--- config.mk ---
export PLATFORM = sky130hd
export DESIGN_NAME = strict_csv_tokenizer_top_flat
export DESIGN_NICKNAME = d
export VERILOG_FILES = /design/src/csvt_pkg.sv /design/src/csvt_if.sv /design/src/strict_csv_tokenizer_top.sv /design/src/csvt_in_stage.sv /design/src/csvt_parser.sv /design/src/csvt_out_stage.sv /design/src/flat_wrapper.sv
export SDC_FILE = /design/constraint.sdc
export NUM_CORES = 1
export LEC_CHECK = 0
export BUFFER_PORTS_ARGS = -buffer_cell sky130_fd_sc_hd__buf_2
export CAP_MARGIN = 20
export CELL_PAD_IN_SITES_DETAIL_PLACEMENT = 1
export CELL_PAD_IN_SITES_GLOBAL_PLACEMENT = 2
export CORE_UTILIZATION = 39
export CTS_CLUSTER_DIAMETER = 150
export DETAILED_ROUTE_END_ITERATION = 10
export MAX_ROUTING_LAYER = met4
export PLACE_DENSITY = 0.83
export SLEW_MARGIN = 20
export SYNTH_ARGS = -nofsm -noshare
export SYNTH_HDL_FRONTEND = slang
export SYNTH_HIERARCHICAL = 1
export SYNTH_SLANG_ARGS = --single-unit
--- constraint.sdc ---
create_clock -name clock -period 7.6 [get_ports clock]
set_clock_uncertainty 0.15 [all_clocks]
set_input_delay 0.38 -clock clock [delete_from_list [all_inputs] [get_ports clock]]
set_output_delay 0.38 -clock clock [all_outputs]
set_load 0.005 [all_outputs]
--- src/csvt_pkg.sv ---
// -----------------------------------------------------------------------------
// csvt_pkg
// Types, codes and constants shared by the strict CSV tokenizer modules.
// -----------------------------------------------------------------------------
package csvt_pkg;

   // Width of the internal fields-completed counter; it saturates at its maximum.
   localparam int unsigned COUNT_WIDTH = 8;
   localparam logic [COUNT_WIDTH-1:0] COUNT_MAX = {COUNT_WIDTH{1'b1}};

   localparam logic [7:0] QUOTE_CHAR = 8'h22;
   localparam logic [7:0] NUL_CHAR   = 8'h00;
   localparam logic [7:0] LF_CHAR    = 8'h0A;
   localparam logic [7:0] CR_CHAR    = 8'h0D;
   localparam logic [7:0] DELIM_RESET = 8'd44;

   typedef enum logic [2:0] {
      ST_START  = 3'd0,
      ST_PLAIN  = 3'd1,
      ST_QUOTED = 3'd2,
      ST_QSEEN  = 3'd3,
      ST_SKIP   = 3'd4
   } parse_state_type;

   typedef enum logic [1:0] {
      STATUS_OK           = 2'd0,
      STATUS_QUOTE_PLAIN  = 2'd1,
      STATUS_GARBAGE      = 2'd2,
      STATUS_UNTERMINATED = 2'd3
   } status_type;

   typedef struct packed {
      logic       byte_valid;
      logic [7:0] out_byte;
      logic       field_end;
      logic       line_end;
      logic [7:0] field_count;
      logic [1:0] status;
   } result_type;

   // Count as reported on the result channel, clamped to eight bits.
   function automatic logic [7:0] clamp_count(input logic [COUNT_WIDTH-1:0] count);
      logic [COUNT_WIDTH+7:0] wide;
      begin
         wide = {8'd0, count};
         if (wide > (COUNT_WIDTH+8)'(255)) begin
            clamp_count = 8'hFF;
         end else begin
            clamp_count = wide[7:0];
         end
      end
   endfunction

endpackage

--- src/csvt_if.sv ---
// -----------------------------------------------------------------------------
// csvt_if
// Valid/ready channel interfaces for the byte input and the token output.
// -----------------------------------------------------------------------------
interface csvt_req_if;
   logic       valid;
   logic       ready;
   logic [7:0] char_in;

   modport source (output valid, output char_in, input ready);
   modport sink (input valid, input char_in, output ready);
endinterface

interface csvt_rsp_if;
   logic       valid;
   logic       ready;
   logic       byte_valid;
   logic [7:0] out_byte;
   logic       field_end;
   logic       line_end;
   logic [7:0] field_count;
   logic [1:0] status;

   modport source (output valid, output byte_valid, output out_byte, output field_end,
                   output line_end, output field_count, output status, input ready);
   modport sink (input valid, input byte_valid, input out_byte, input field_end,
                 input line_end, input field_count, input status, output ready);
endinterface

--- src/strict_csv_tokenizer_top.sv ---
// -----------------------------------------------------------------------------
// strict_csv_tokenizer_top
// Strict CSV tokenizer: one text byte in, at most one token out per byte.
//
//   Channel  Direction  Carries
//   req_ch   in         char_in, one text byte per transaction
//   rsp_ch   out        byte_valid, out_byte, field_end, line_end,
//                       field_count, status
//   csr_*    in         delimiter byte, written when csr_wr_en is high
//
// A byte is taken into the input register, parsed from there and its token,
// if any, lands in the result register. One byte per cycle is sustained while
// no waiting token stalls the result channel.
// Synchronous reset clears the state machine, the field count, both valid
// flags and sets the delimiter to a comma. A stalled result channel holds the
// parser only when a token is waiting and another one is due.
// -----------------------------------------------------------------------------
module strict_csv_tokenizer_top (
   input  logic        clock,
   input  logic        reset,
   csvt_req_if.sink    req_ch,
   csvt_rsp_if.source  rsp_ch,
   input  logic        csr_wr_en,
   input  logic [7:0]  csr_wr_data
);
   import csvt_pkg::*;

   logic [7:0] delimiter_ff;
   logic       held_valid;
   logic [7:0] held_char;
   logic       has_result;
   result_type result;
   logic       can_load;
   logic       step;

   always_ff @(posedge clock) begin
      if (reset) begin
         delimiter_ff <= DELIM_RESET;
      end else if (csr_wr_en) begin
         delimiter_ff <= csr_wr_data;
      end
   end

   // Bytes without a token move on even while the result register is full.
   assign step = held_valid && (can_load || !has_result);

   csvt_in_stage u_in_stage (
      .clock      (clock),
      .reset      (reset),
      .in_valid   (req_ch.valid),
      .in_char    (req_ch.char_in),
      .in_ready   (req_ch.ready),
      .consume    (step),
      .held_valid (held_valid),
      .held_char  (held_char)
   );

   csvt_parser u_parser (
      .clock      (clock),
      .reset      (reset),
      .step       (step),
      .char_in    (held_char),
      .delimiter  (delimiter_ff),
      .has_result (has_result),
      .result     (result)
   );

   csvt_out_stage u_out_stage (
      .clock    (clock),
      .reset    (reset),
      .load     (step && has_result),
      .result   (result),
      .can_load (can_load),
      .rsp_ch   (rsp_ch)
   );
endmodule

--- src/csvt_in_stage.sv ---
// -----------------------------------------------------------------------------
// csvt_in_stage
// Input register holding one accepted byte until the parser consumes it.
// -----------------------------------------------------------------------------
module csvt_in_stage (
   input  logic       clock,
   input  logic       reset,
   input  logic       in_valid,
   input  logic [7:0] in_char,
   output logic       in_ready,
   input  logic       consume,
   output logic       held_valid,
   output logic [7:0] held_char
);
   logic       valid_ff;
   logic       valid_in;
   logic [7:0] char_ff;

   // The register can take a new byte when empty or when its byte leaves now.
   assign in_ready   = !valid_ff || consume;
   assign held_valid = valid_ff;
   assign held_char  = char_ff;

   always_comb begin
      if (in_valid && in_ready) begin
         valid_in = 1'b1;
      end else if (consume) begin
         valid_in = 1'b0;
      end else begin
         valid_in = valid_ff;
      end
   end

   always_ff @(posedge clock) begin
      if (reset) begin
         valid_ff <= 1'b0;
      end else begin
         valid_ff <= valid_in;
      end
   end

   always_ff @(posedge clock) begin
      if (in_valid && in_ready) begin
         char_ff <= in_char;
      end
   end
endmodule

--- src/csvt_parser.sv ---
// -----------------------------------------------------------------------------
// csvt_parser
// Field state machine and field counter; turns one byte into at most one token.
// -----------------------------------------------------------------------------
module csvt_parser (
   input  logic                clock,
   input  logic                reset,
   input  logic                step,
   input  logic [7:0]          char_in,
   input  logic [7:0]          delimiter,
   output logic                has_result,
   output csvt_pkg::result_type result
);
   import csvt_pkg::*;

   parse_state_type         state_ff;
   parse_state_type         state_in;
   logic [COUNT_WIDTH-1:0]  count_ff;
   logic [COUNT_WIDTH-1:0]  count_in;
   logic [COUNT_WIDTH-1:0]  count_inc;
   logic                    is_eol;
   logic                    is_delim;
   logic                    is_quote;

   assign is_eol   = (char_in == NUL_CHAR) || (char_in == LF_CHAR) || (char_in == CR_CHAR);
   assign is_delim = (char_in == delimiter);
   assign is_quote = (char_in == QUOTE_CHAR);
   assign count_inc = (count_ff == COUNT_MAX) ? count_ff : count_ff + 1'b1;

   // Next state and counter.
   always_comb begin
      state_in = state_ff;
      count_in = count_ff;
      case (state_ff)
         ST_PLAIN: begin
            if (is_eol || is_delim) begin
               state_in = ST_START;
               count_in = is_eol ? '0 : count_inc;
            end else if (is_quote) begin
               state_in = ST_SKIP;
               count_in = '0;
            end
         end
         ST_QUOTED: begin
            if (is_eol) begin
               state_in = ST_START;
               count_in = '0;
            end else if (is_quote) begin
               state_in = ST_QSEEN;
            end
         end
         ST_QSEEN: begin
            if (is_eol || (is_delim && !is_quote)) begin
               state_in = ST_START;
               count_in = is_eol ? '0 : count_inc;
            end else if (is_quote) begin
               state_in = ST_QUOTED;
            end else begin
               state_in = ST_SKIP;
               count_in = '0;
            end
         end
         ST_SKIP: begin
            if (is_eol) begin
               state_in = ST_START;
            end
         end
         default: begin
            // Field start; unused codes behave the same way.
            if (is_eol || is_delim) begin
               state_in = ST_START;
               count_in = is_eol ? '0 : count_inc;
            end else if (is_quote) begin
               state_in = ST_QUOTED;
            end else begin
               state_in = ST_PLAIN;
            end
         end
      endcase
   end

   // Token for this byte.
   always_comb begin
      has_result         = 1'b0;
      result.byte_valid  = 1'b0;
      result.out_byte    = 8'd0;
      result.field_end   = 1'b0;
      result.line_end    = 1'b0;
      result.field_count = clamp_count(count_ff);
      result.status      = STATUS_OK;
      case (state_ff)
         ST_PLAIN: begin
            has_result = 1'b1;
            if (is_eol || is_delim) begin
               result.field_end   = 1'b1;
               result.line_end    = is_eol;
               result.field_count = clamp_count(count_inc);
            end else if (is_quote) begin
               result.line_end = 1'b1;
               result.status   = STATUS_QUOTE_PLAIN;
            end else begin
               result.byte_valid = 1'b1;
               result.out_byte   = char_in;
            end
         end
         ST_QUOTED: begin
            if (is_eol) begin
               has_result      = 1'b1;
               result.line_end = 1'b1;
               result.status   = STATUS_UNTERMINATED;
            end else if (!is_quote) begin
               has_result        = 1'b1;
               result.byte_valid = 1'b1;
               result.out_byte   = char_in;
            end
         end
         ST_QSEEN: begin
            has_result = 1'b1;
            if (is_eol || (is_delim && !is_quote)) begin
               result.field_end   = 1'b1;
               result.line_end    = is_eol;
               result.field_count = clamp_count(count_inc);
            end else if (is_quote) begin
               // A doubled quote stands for one literal quote.
               result.byte_valid = 1'b1;
               result.out_byte   = QUOTE_CHAR;
            end else begin
               result.line_end = 1'b1;
               result.status   = STATUS_GARBAGE;
            end
         end
         ST_SKIP: begin
            has_result = 1'b0;
         end
         default: begin
            if (is_eol || is_delim) begin
               has_result         = 1'b1;
               result.field_end   = 1'b1;
               result.line_end    = is_eol;
               result.field_count = clamp_count(count_inc);
            end else if (!is_quote) begin
               has_result        = 1'b1;
               result.byte_valid = 1'b1;
               result.out_byte   = char_in;
            end
         end
      endcase
   end

   always_ff @(posedge clock) begin
      if (reset) begin
         state_ff <= ST_START;
         count_ff <= '0;
      end else if (step) begin
         state_ff <= state_in;
         count_ff <= count_in;
      end
   end
endmodule

--- src/csvt_out_stage.sv ---
// -----------------------------------------------------------------------------
// csvt_out_stage
// Result register driving the token channel.
// -----------------------------------------------------------------------------
module csvt_out_stage (
   input  logic                 clock,
   input  logic                 reset,
   input  logic                 load,
   input  csvt_pkg::result_type result,
   output logic                 can_load,
   csvt_rsp_if.source           rsp_ch
);
   import csvt_pkg::*;

   logic       valid_ff;
   logic       valid_in;
   result_type result_ff;

   // A new token may enter when the register is empty or its token leaves now.
   assign can_load = !valid_ff || rsp_ch.ready;

   always_comb begin
      if (load) begin
         valid_in = 1'b1;
      end else if (rsp_ch.ready) begin
         valid_in = 1'b0;
      end else begin
         valid_in = valid_ff;
      end
   end

   always_ff @(posedge clock) begin
      if (reset) begin
         valid_ff <= 1'b0;
      end else begin
         valid_ff <= valid_in;
      end
   end

   always_ff @(posedge clock) begin
      if (load) begin
         result_ff <= result;
      end
   end

   assign rsp_ch.valid       = valid_ff;
   assign rsp_ch.byte_valid  = result_ff.byte_valid;
   assign rsp_ch.out_byte    = result_ff.out_byte;
   assign rsp_ch.field_end   = result_ff.field_end;
   assign rsp_ch.line_end    = result_ff.line_end;
   assign rsp_ch.field_count = result_ff.field_count;
   assign rsp_ch.status      = result_ff.status;
endmodule

--- src/flat_wrapper.sv ---
// flat-port wrapper written by rule: the top's interface ports become plain ports
module strict_csv_tokenizer_top_flat import csvt_pkg::*;
  (clock, reset, csr_wr_en, csr_wr_data, req_ch_valid, req_ch_char_in, req_ch_ready, rsp_ch_valid, rsp_ch_byte_valid, rsp_ch_out_byte, rsp_ch_field_end, rsp_ch_line_end, rsp_ch_field_count, rsp_ch_status, rsp_ch_ready);
  csvt_req_if req_ch_i ();
  csvt_rsp_if rsp_ch_i ();
  input  logic clock;
  input  logic reset;
  input  logic csr_wr_en;
  input  logic [7:0] csr_wr_data;
  input wire logic [$bits(req_ch_i.valid)-1:0] req_ch_valid;
  input wire logic [$bits(req_ch_i.char_in)-1:0] req_ch_char_in;
  output wire logic [$bits(req_ch_i.ready)-1:0] req_ch_ready;
  output wire logic [$bits(rsp_ch_i.valid)-1:0] rsp_ch_valid;
  output wire logic [$bits(rsp_ch_i.byte_valid)-1:0] rsp_ch_byte_valid;
  output wire logic [$bits(rsp_ch_i.out_byte)-1:0] rsp_ch_out_byte;
  output wire logic [$bits(rsp_ch_i.field_end)-1:0] rsp_ch_field_end;
  output wire logic [$bits(rsp_ch_i.line_end)-1:0] rsp_ch_line_end;
  output wire logic [$bits(rsp_ch_i.field_count)-1:0] rsp_ch_field_count;
  output wire logic [$bits(rsp_ch_i.status)-1:0] rsp_ch_status;
  input wire logic [$bits(rsp_ch_i.ready)-1:0] rsp_ch_ready;
  assign req_ch_i.valid = req_ch_valid;
  assign req_ch_i.char_in = req_ch_char_in;
  assign req_ch_ready = req_ch_i.ready;
  assign rsp_ch_valid = rsp_ch_i.valid;
  assign rsp_ch_byte_valid = rsp_ch_i.byte_valid;
  assign rsp_ch_out_byte = rsp_ch_i.out_byte;
  assign rsp_ch_field_end = rsp_ch_i.field_end;
  assign rsp_ch_line_end = rsp_ch_i.line_end;
  assign rsp_ch_field_count = rsp_ch_i.field_count;
  assign rsp_ch_status = rsp_ch_i.status;
  assign rsp_ch_i.ready = rsp_ch_ready;
  strict_csv_tokenizer_top u_core (.clock(clock), .reset(reset), .req_ch(req_ch_i), .rsp_ch(rsp_ch_i), .csr_wr_en(csr_wr_en), .csr_wr_data(csr_wr_data));
endmodule
[Word-level counts from Yosys, hierarchy flattened]
Cells that the tools add are included.
Cells by class
  bitwise operators: 1
  eq/ne operators: 14
  muxes and demuxes: 51
  $add $sub $neg: 1
  reductions and logical operators: 23
Operators with widths (count)
  $mux 8: 10
  $mux 9: 5
  $pmux 8 s4: 1
  $pmux 9 s3: 1
  $pmux 8 s3: 1
  $mux 3: 7
  $eq 8x4->1 const B: 2
  $mux 1: 15
  $pmux 3 s4: 1
  $mux 10: 1
  $mux 2: 5
  $ne 3x3->1 const B: 3
  $add 8x1->8 const B: 1
  $eq 8x6->1 const B: 1
  $eq 8x8->1: 1
  $eq 8x8->1 const B: 1
  $logic_not 8->1: 1
  $logic_or 1x1->1: 7
  $eq 3x2->1 const B: 2
  $pmux 1 s3: 2
  $pmux 2 s3: 1
  $reduce_and 6->1: 1
  $logic_and 1x1->1: 4
  $logic_not 1->1: 4
  9 further kinds: 12
Storage, ports and cells
  output and inout port bits: 23
  input bits: 21
  logic and storage cells: 102
  register bits: 50

[Depth between registers and ports, before layout]
  depth after elaboration: 12
  mapped depth: 11
  gate-level depth less buffers: 11

[Hierarchy]
The synthesis kept the hierarchy.
By module, submodules not included
  csvt_parser: area an instance 1312.5 um2, seq. area each 220.2 um2, times used 1, cells each 166
  csvt_out_stage: area an instance 676.9 um2, seq. area each 650.6 um2, times used 1, cells each 25
  strict_csv_tokenizer_top: area an instance 314.1 um2, seq. area each 160.2 um2, times used 1, cells each 29
  csvt_in_stage: area an instance 295.3 um2, seq. area each 260.2 um2, times used 1, cells each 13

[Worst setup path before layout]
OpenSTA, ideal clock, no wires.
  kind: register to register
  start point: register u_core.u_in_stage.char_ff[4], in the netlist u_core/u_in_stage/held_char[4]
  end point: register u_core.u_in_stage.char_ff[0], in the netlist u_core/u_in_stage/held_char[0], enable pin
  library setup time: 0.300 ns
  arrival time: 2.633 ns
  path slack: 4.517 ns
  data required time: 7.150 ns
  stages on the path, launching flop included: 8
  cell sequence: edfxtp_1 > or3_4 > or4_1 > buf_6 > o31a_2 > a21boi_0 > nand2b_4 > and2_4
Between the ends
  cells in the longest elaborated chain, start to end: 11
  elaborated cells on any way between the ends: 17
Ends and longest elaborated chain
  start, declared: line csvt_in_stage.sv:17  | logic [7:0] char_ff;
  start signal, assigned: line csvt_in_stage.sv:44  | char_ff <= in_char;
  $eq 8x4->1 / $logic_not 8->1 (equally long branches): line csvt_parser.sv:25  | assign is_eol = (char_in == NUL_CHAR) || (char_in == LF_CHAR) || (char_in == CR_CHAR);
  $logic_or 1x1->1 (2 in a row): line csvt_parser.sv:25
  $logic_or 1x1->1: line csvt_parser.sv:136  | if (is_eol || is_delim) begin
  $mux 1: line csvt_parser.sv:136
  $pmux 1 s3 (*): line csvt_parser.sv:91  | case (state_ff)
  via u_core.has_result: line strict_csv_tokenizer_top.sv:31  | logic has_result;
  $logic_not 1->1 (*): line strict_csv_tokenizer_top.sv:45  | assign step = held_valid && (can_load || !has_result);
  $logic_or 1x1->1 (*): line strict_csv_tokenizer_top.sv:45
  $logic_and 1x1->1 (*): line strict_csv_tokenizer_top.sv:45
  via u_core.step: line strict_csv_tokenizer_top.sv:34  | logic step;
  $logic_or 1x1->1 (*): line csvt_in_stage.sv:20  | assign in_ready = !valid_ff || consume;
  via req_ch_ready: line flat_wrapper.sv:12  | output wire logic [$bits(req_ch_i.ready)-1:0] req_ch_ready;
  $logic_and 1x1->1 (*): line csvt_in_stage.sv:43  | if (in_valid && in_ready) begin
The timed path passes the listed nets; every way through them passes the cells marked *.
A chain may end at the register's enable or synchronous reset.

[Worst setup path after layout]
  start point: register u_core.u_in_stage.char_ff[4], in the netlist u_core/u_in_stage/held_char[4]
  end point: output port req_ch_ready
Between the ends
  cells in the longest elaborated chain, start to end: 10
  elaborated cells on any way between the ends: 16
Ends and longest elaborated chain (line)
  $eq 8x4->1 / $logic_not 8->1 (equally long branches): csvt_parser.sv:25
  $logic_or 1x1->1 (2 in a row): csvt_parser.sv:25
  $logic_or 1x1->1: csvt_parser.sv:136
  $mux 1: csvt_parser.sv:136
  $pmux 1 s3 (*): csvt_parser.sv:91
  via u_core.has_result: strict_csv_tokenizer_top.sv:31
  $logic_not 1->1 (*): strict_csv_tokenizer_top.sv:45
  $logic_or 1x1->1 (*): strict_csv_tokenizer_top.sv:45
  $logic_and 1x1->1 (*): strict_csv_tokenizer_top.sv:45
  via u_core.step: strict_csv_tokenizer_top.sv:34
  $logic_or 1x1->1 (*): csvt_in_stage.sv:20
  end, declared: flat_wrapper.sv:12
Marks and branches as above.

==> impl_summary.md <==
Floorplanning
The die covers roughly 7000 um^2. The effective utilization at floorplan is 0.407. The die outline width is 83.6 um. The die is ~84 um tall. The floorplan has 29 rows. The core area is between 6000 and 7000 um^2. 44 I/O pins were placed.

STA
The max-slew violation total from the final report is 0. The slew at the pin closest to its max-slew limit is 0.828 ns. Setup slack closes at 3.78 ns. The final-report hold violation count came to 0. The headroom to the max-slew limit is 0.443. The total setup violations reported at the end of the flow is 0. For the finished layout, the period the worst path requires is roughly 3.8 ns. Static timing analysis puts the maximum clock frequency at approximately 260 MHz. Dividing the final minimum period by the clock period gives 0.503.

The sum of negative setup slack is 0 ns. Setup repair after global routing left no endpoint under its margin.

Synth
The number of nets in the synthesized netlist is between 200 and 300. The fraction of registers with async set/reset is 0. The prevailing post-synth register cell is edfxtp_1. The cell count after synthesis came out at between 200 and 250.

A synthesized cell averages 11.2 um^2. The number of synthesized flops with an enable pin is 29. The share of the Yosys chip area taken by registers is 0.497. The cell taking the most area after synthesis is edfxtp_1. The synthesized netlist occupies a cell area of about 2600 um^2. The number of different library cells used by synthesis comes to 64.

During synthesis, Yosys emitted a total of 6 warnings. Counting flops and latches in the post-synthesis netlist gives 50. Ranked by total cell area, the synthesized netlist is headed by edfxtp_1, dfxtp_1, xnor2_1, a21oi_1, nor2_1.

Of the post-synthesis cell area, the dominant cell type holds 0.335.

Layout
In the final layout, the share of cells above drive strength 1 is 0.287. The area occupied by multi-input gates is between 1000 and 1500 um^2. The final non-filler cell total is approximately 350. The synthesis-to-finish area growth is 12.2%.

The filler cells instantiated in the layout total 730. After the last flow step, the layout net total stands at around 300. The library cell used most frequently in the layout, excluding fill and tap cells, is buf_2. The number of antenna diodes in the final layout is 0. Registers take 1290 um^2. In the layout the commonest cells are buf_2, edfxtp_1, nor2_1, dfxtp_1, a21oi_1.

The fraction of the core area covered by cells at the end of the flow is 0.457.

Worst setup path
The data arrival time at the worst-slack endpoint is 3.29 ns. The critical-path cell with the highest stage delay is a21boi_0. The largest incremental delay on the critical path is about 0.65 ns. STA classifies the critical path startpoint as a flop. For the worst setup path, the data required time is about 7.1 ns.

Counting both buffers and inverters, the worst setup path holds a total of 1. Traced cell by cell, the critical path runs through or3_4 -> or4_1 -> nor2_1 -> o21ai_0 -> o31a_2 -> a21boi_0 -> nand2b_4 -> buf_2. The worst register-to-register path begins at u_core/u_in_stage/held_char[4]$_DFFE_PP_. The peak fanout along the critical path is 8. The type of destination of the critical path is a primary output. The cell family contributing the most delay on the critical path is simple AND/OR/NAND/NOR gates. The critical path in this run is classified as flop to primary output. Tracing the worst setup path back leads to its startpoint at u_core/u_in_stage/held_char[4]$_DFFE_PP_.

Drt
The total number of vias is ~1900. For this run, design rule violations remaining after detail routing come to 0. The wire length reported by the detailed router is about 5800 um. In the routed layout, each cell is associated on average with a via count of roughly 5.4.

The remaining antenna violation count after routing is 0. The detailed-route wire length per cell is ~16 um. The initial detailed-routing violation count is ~150. The iteration count of the initial detailed-routing pass is 4.

Power
In this run the power density over the cells is slightly above 200 nW/um^2. The overall power of the completed layout is a little under 0.6 mW. The worst IR drop on VDD is between 0.09 and 0.1 mV. Summed over all cells, the static leakage comes to between 1 and 1.5 nW.

Global routing
The global router's overall resource usage is 0.183. The pin count of the biggest net entering global routing is 26. The met2 layer usage reported by global route is 0.274. After global routing, the most crowded layer is met2.

The number of global-route vias before repair is 1885. The first global-routing pass estimated about 9900 um of wire. The met3 layer usage reported by global route is 0.0297.

For met1 alone, demand over resource in global routing was 0.258. The total congestion overflow after global routing is 0. The number of antenna violations at the first check in global routing was 0.

Clocking
The clock latency of the later-clocked register in the worst-skew pair is 0.30 ns. The clock sink count is 50. The total number of H-tree levels is 2.

The maximum count of clock buffers along a single path is 2. After clock tree synthesis, the setup repair step added 0 buffers. After clock tree synthesis, the clock-pin slew on the worst setup and hold paths is around 0.090 ns. The CTS tree is yes. The tree is rooted in a clkbuf_8. The total of cells resized after clock tree synthesis is 0. TritonCTS created 5 clock buffers. After clock tree synthesis, the flow added hold-fix buffers numbering 0.

Placed design
The global placer's final weighted congestion is around 0.84. Timing analysis after detailed placement gives a worst setup slack of between 4 and 5 ns. The number of placed cells counting well taps is 344. The detailed placement HPWL is 4290 um. The number of buffer cells added on primary ports is 43.

Hold path
In this run the most critical hold path is launched from req_ch_char_in[3]. The path class of the tightest hold or removal check is input pin to flop.

Job
The reported max-cap violation count is 0.

Outcome
The run finished with clean final reports.
-- layer usage --
metal / vias to the layer above / share of wire
met5: - / 0
met2: 41 / 0.47
li1: 952 / -
met1: 904 / 0.49
met4: 0 / 0.0076
met3: 5 / 0.033
-- final cells by class --
| class | count | area share |
|---|---|---|
| repair buffers | 43 | 0.0738 |
| well taps | 77 | 0.0330 |
| flip-flops and latches | 50 | 0.443 |
| inverters | 8 | 0.0103 |
| multi-input cells | 166 | 0.395 |
| clock buffers | 6 | 0.0322 |
| clock inverters | 2 | 0.0133 |
-- worst reg2reg max path: stages (launching register included) --
cell	delay, ns
edfxtp_1	0.44
or3_4	0.44
or4_1	0.61
nor2_1	0.22
o21ai_0	0.09
o31a_2	0.14
a21boi_0	0.65
o211a_1	0.37
nand2_1	0.16
o32ai_1	0.20
-- worst paths after layout --
| kind | to | slack, ns | cells after the start |
|---|---|---|---|
| max | req_ch_ready | 3.78 | 8 |
| min | u_core/u_in_stage/held_char[3]$_DFFE_PP_ | 0.1 | 1 |
| max reg2reg | u_core/u_parser/count_ff[5]$_SDFFE_PP0P_ | 4.03 | 9 |
| min reg2reg | u_core/u_out_stage/rsp_ch.valid$_SDFFE_PP0P_ | 0.37 | 2 |
-- state kept, by name, indices dropped and copies added, names as in the netlist --
register,flops
u_core/u_in_stage/held_char,8
u_core/u_parser/state_ff,3
u_core/u_out_stage/rsp_ch.field_end,1
u_core/u_in_stage/held_valid,1
u_core/u_out_stage/rsp_ch.field_count,8
u_core/u_out_stage/rsp_ch.line_end,1
u_core/u_out_stage/rsp_ch.byte_valid,1
u_core/delimiter_ff,8
u_core/u_out_stage/rsp_ch.status,2
u_core/u_out_stage/rsp_ch.out_byte,8
u_core/u_out_stage/rsp_ch.valid,1
u_core/u_parser/count_ff,8
-- synthesized netlist by cell type, types with 2 or more instances --
cell type	n
and3_1	5
nand4_1	4
xnor2_1	13
nor3_1	2
and2_1	7
nor2b_1	5
bufbuf_16	2
mux2i_1	5
o32ai_1	4
nand2b_4	2
buf_6	2
nand3b_1	2
or3_1	3
a211o_1	2
inv_1	8
nand4b_1	2
nor2b_2	2
nand2_1	10
and2_2	2
o211a_1	2
and2_4	2
dfxtp_1	21
edfxtp_1	29
a21oi_1	18
nand3_1	7
nor2_1	21
a41oi_1	2
o21ai_0	6
a31oi_1	5
a211oi_1	2
a21oi_2	3
-- report_power, final --
part,switching [mW],total (mW),internal [mW]
sequential,0.0119,0.314,0.302
combinational,0.0366,0.0669,0.0303
clock,0.0920,0.211,0.119
-- logic make-up (layout without fill, tap and decap cells) --
| logic type | after synthesis | after routing | synth area share |
|---|---|---|---|
| AO/OA/AOI/OAI | 59 | 59 | 0.166 |
| XOR/XNOR | 14 | 14 | 0.0472 |
| adder cells (fa/ha/maj) | 1 | 1 | 0.00481 |
| buffers and inverters | 17 | 59 | 0.0607 |
| flip-flops | 50 | 50 | 0.497 |
| multiplexers | 6 | 6 | 0.0236 |
| AND/OR/NAND/NOR | 86 | 86 | 0.201 |
-- through the flow --
step / hold WS, ns / instance area, um^2
CTS: 0.0830 / 2920
global placement: 0.356 / 2780
finish: 0.0985 / 2920
floorplan: 0.292 / 2600
detailed placement: 0.362 / 2780
global route: 0.0718 / 2920
(Power assumes the default switching activity.)
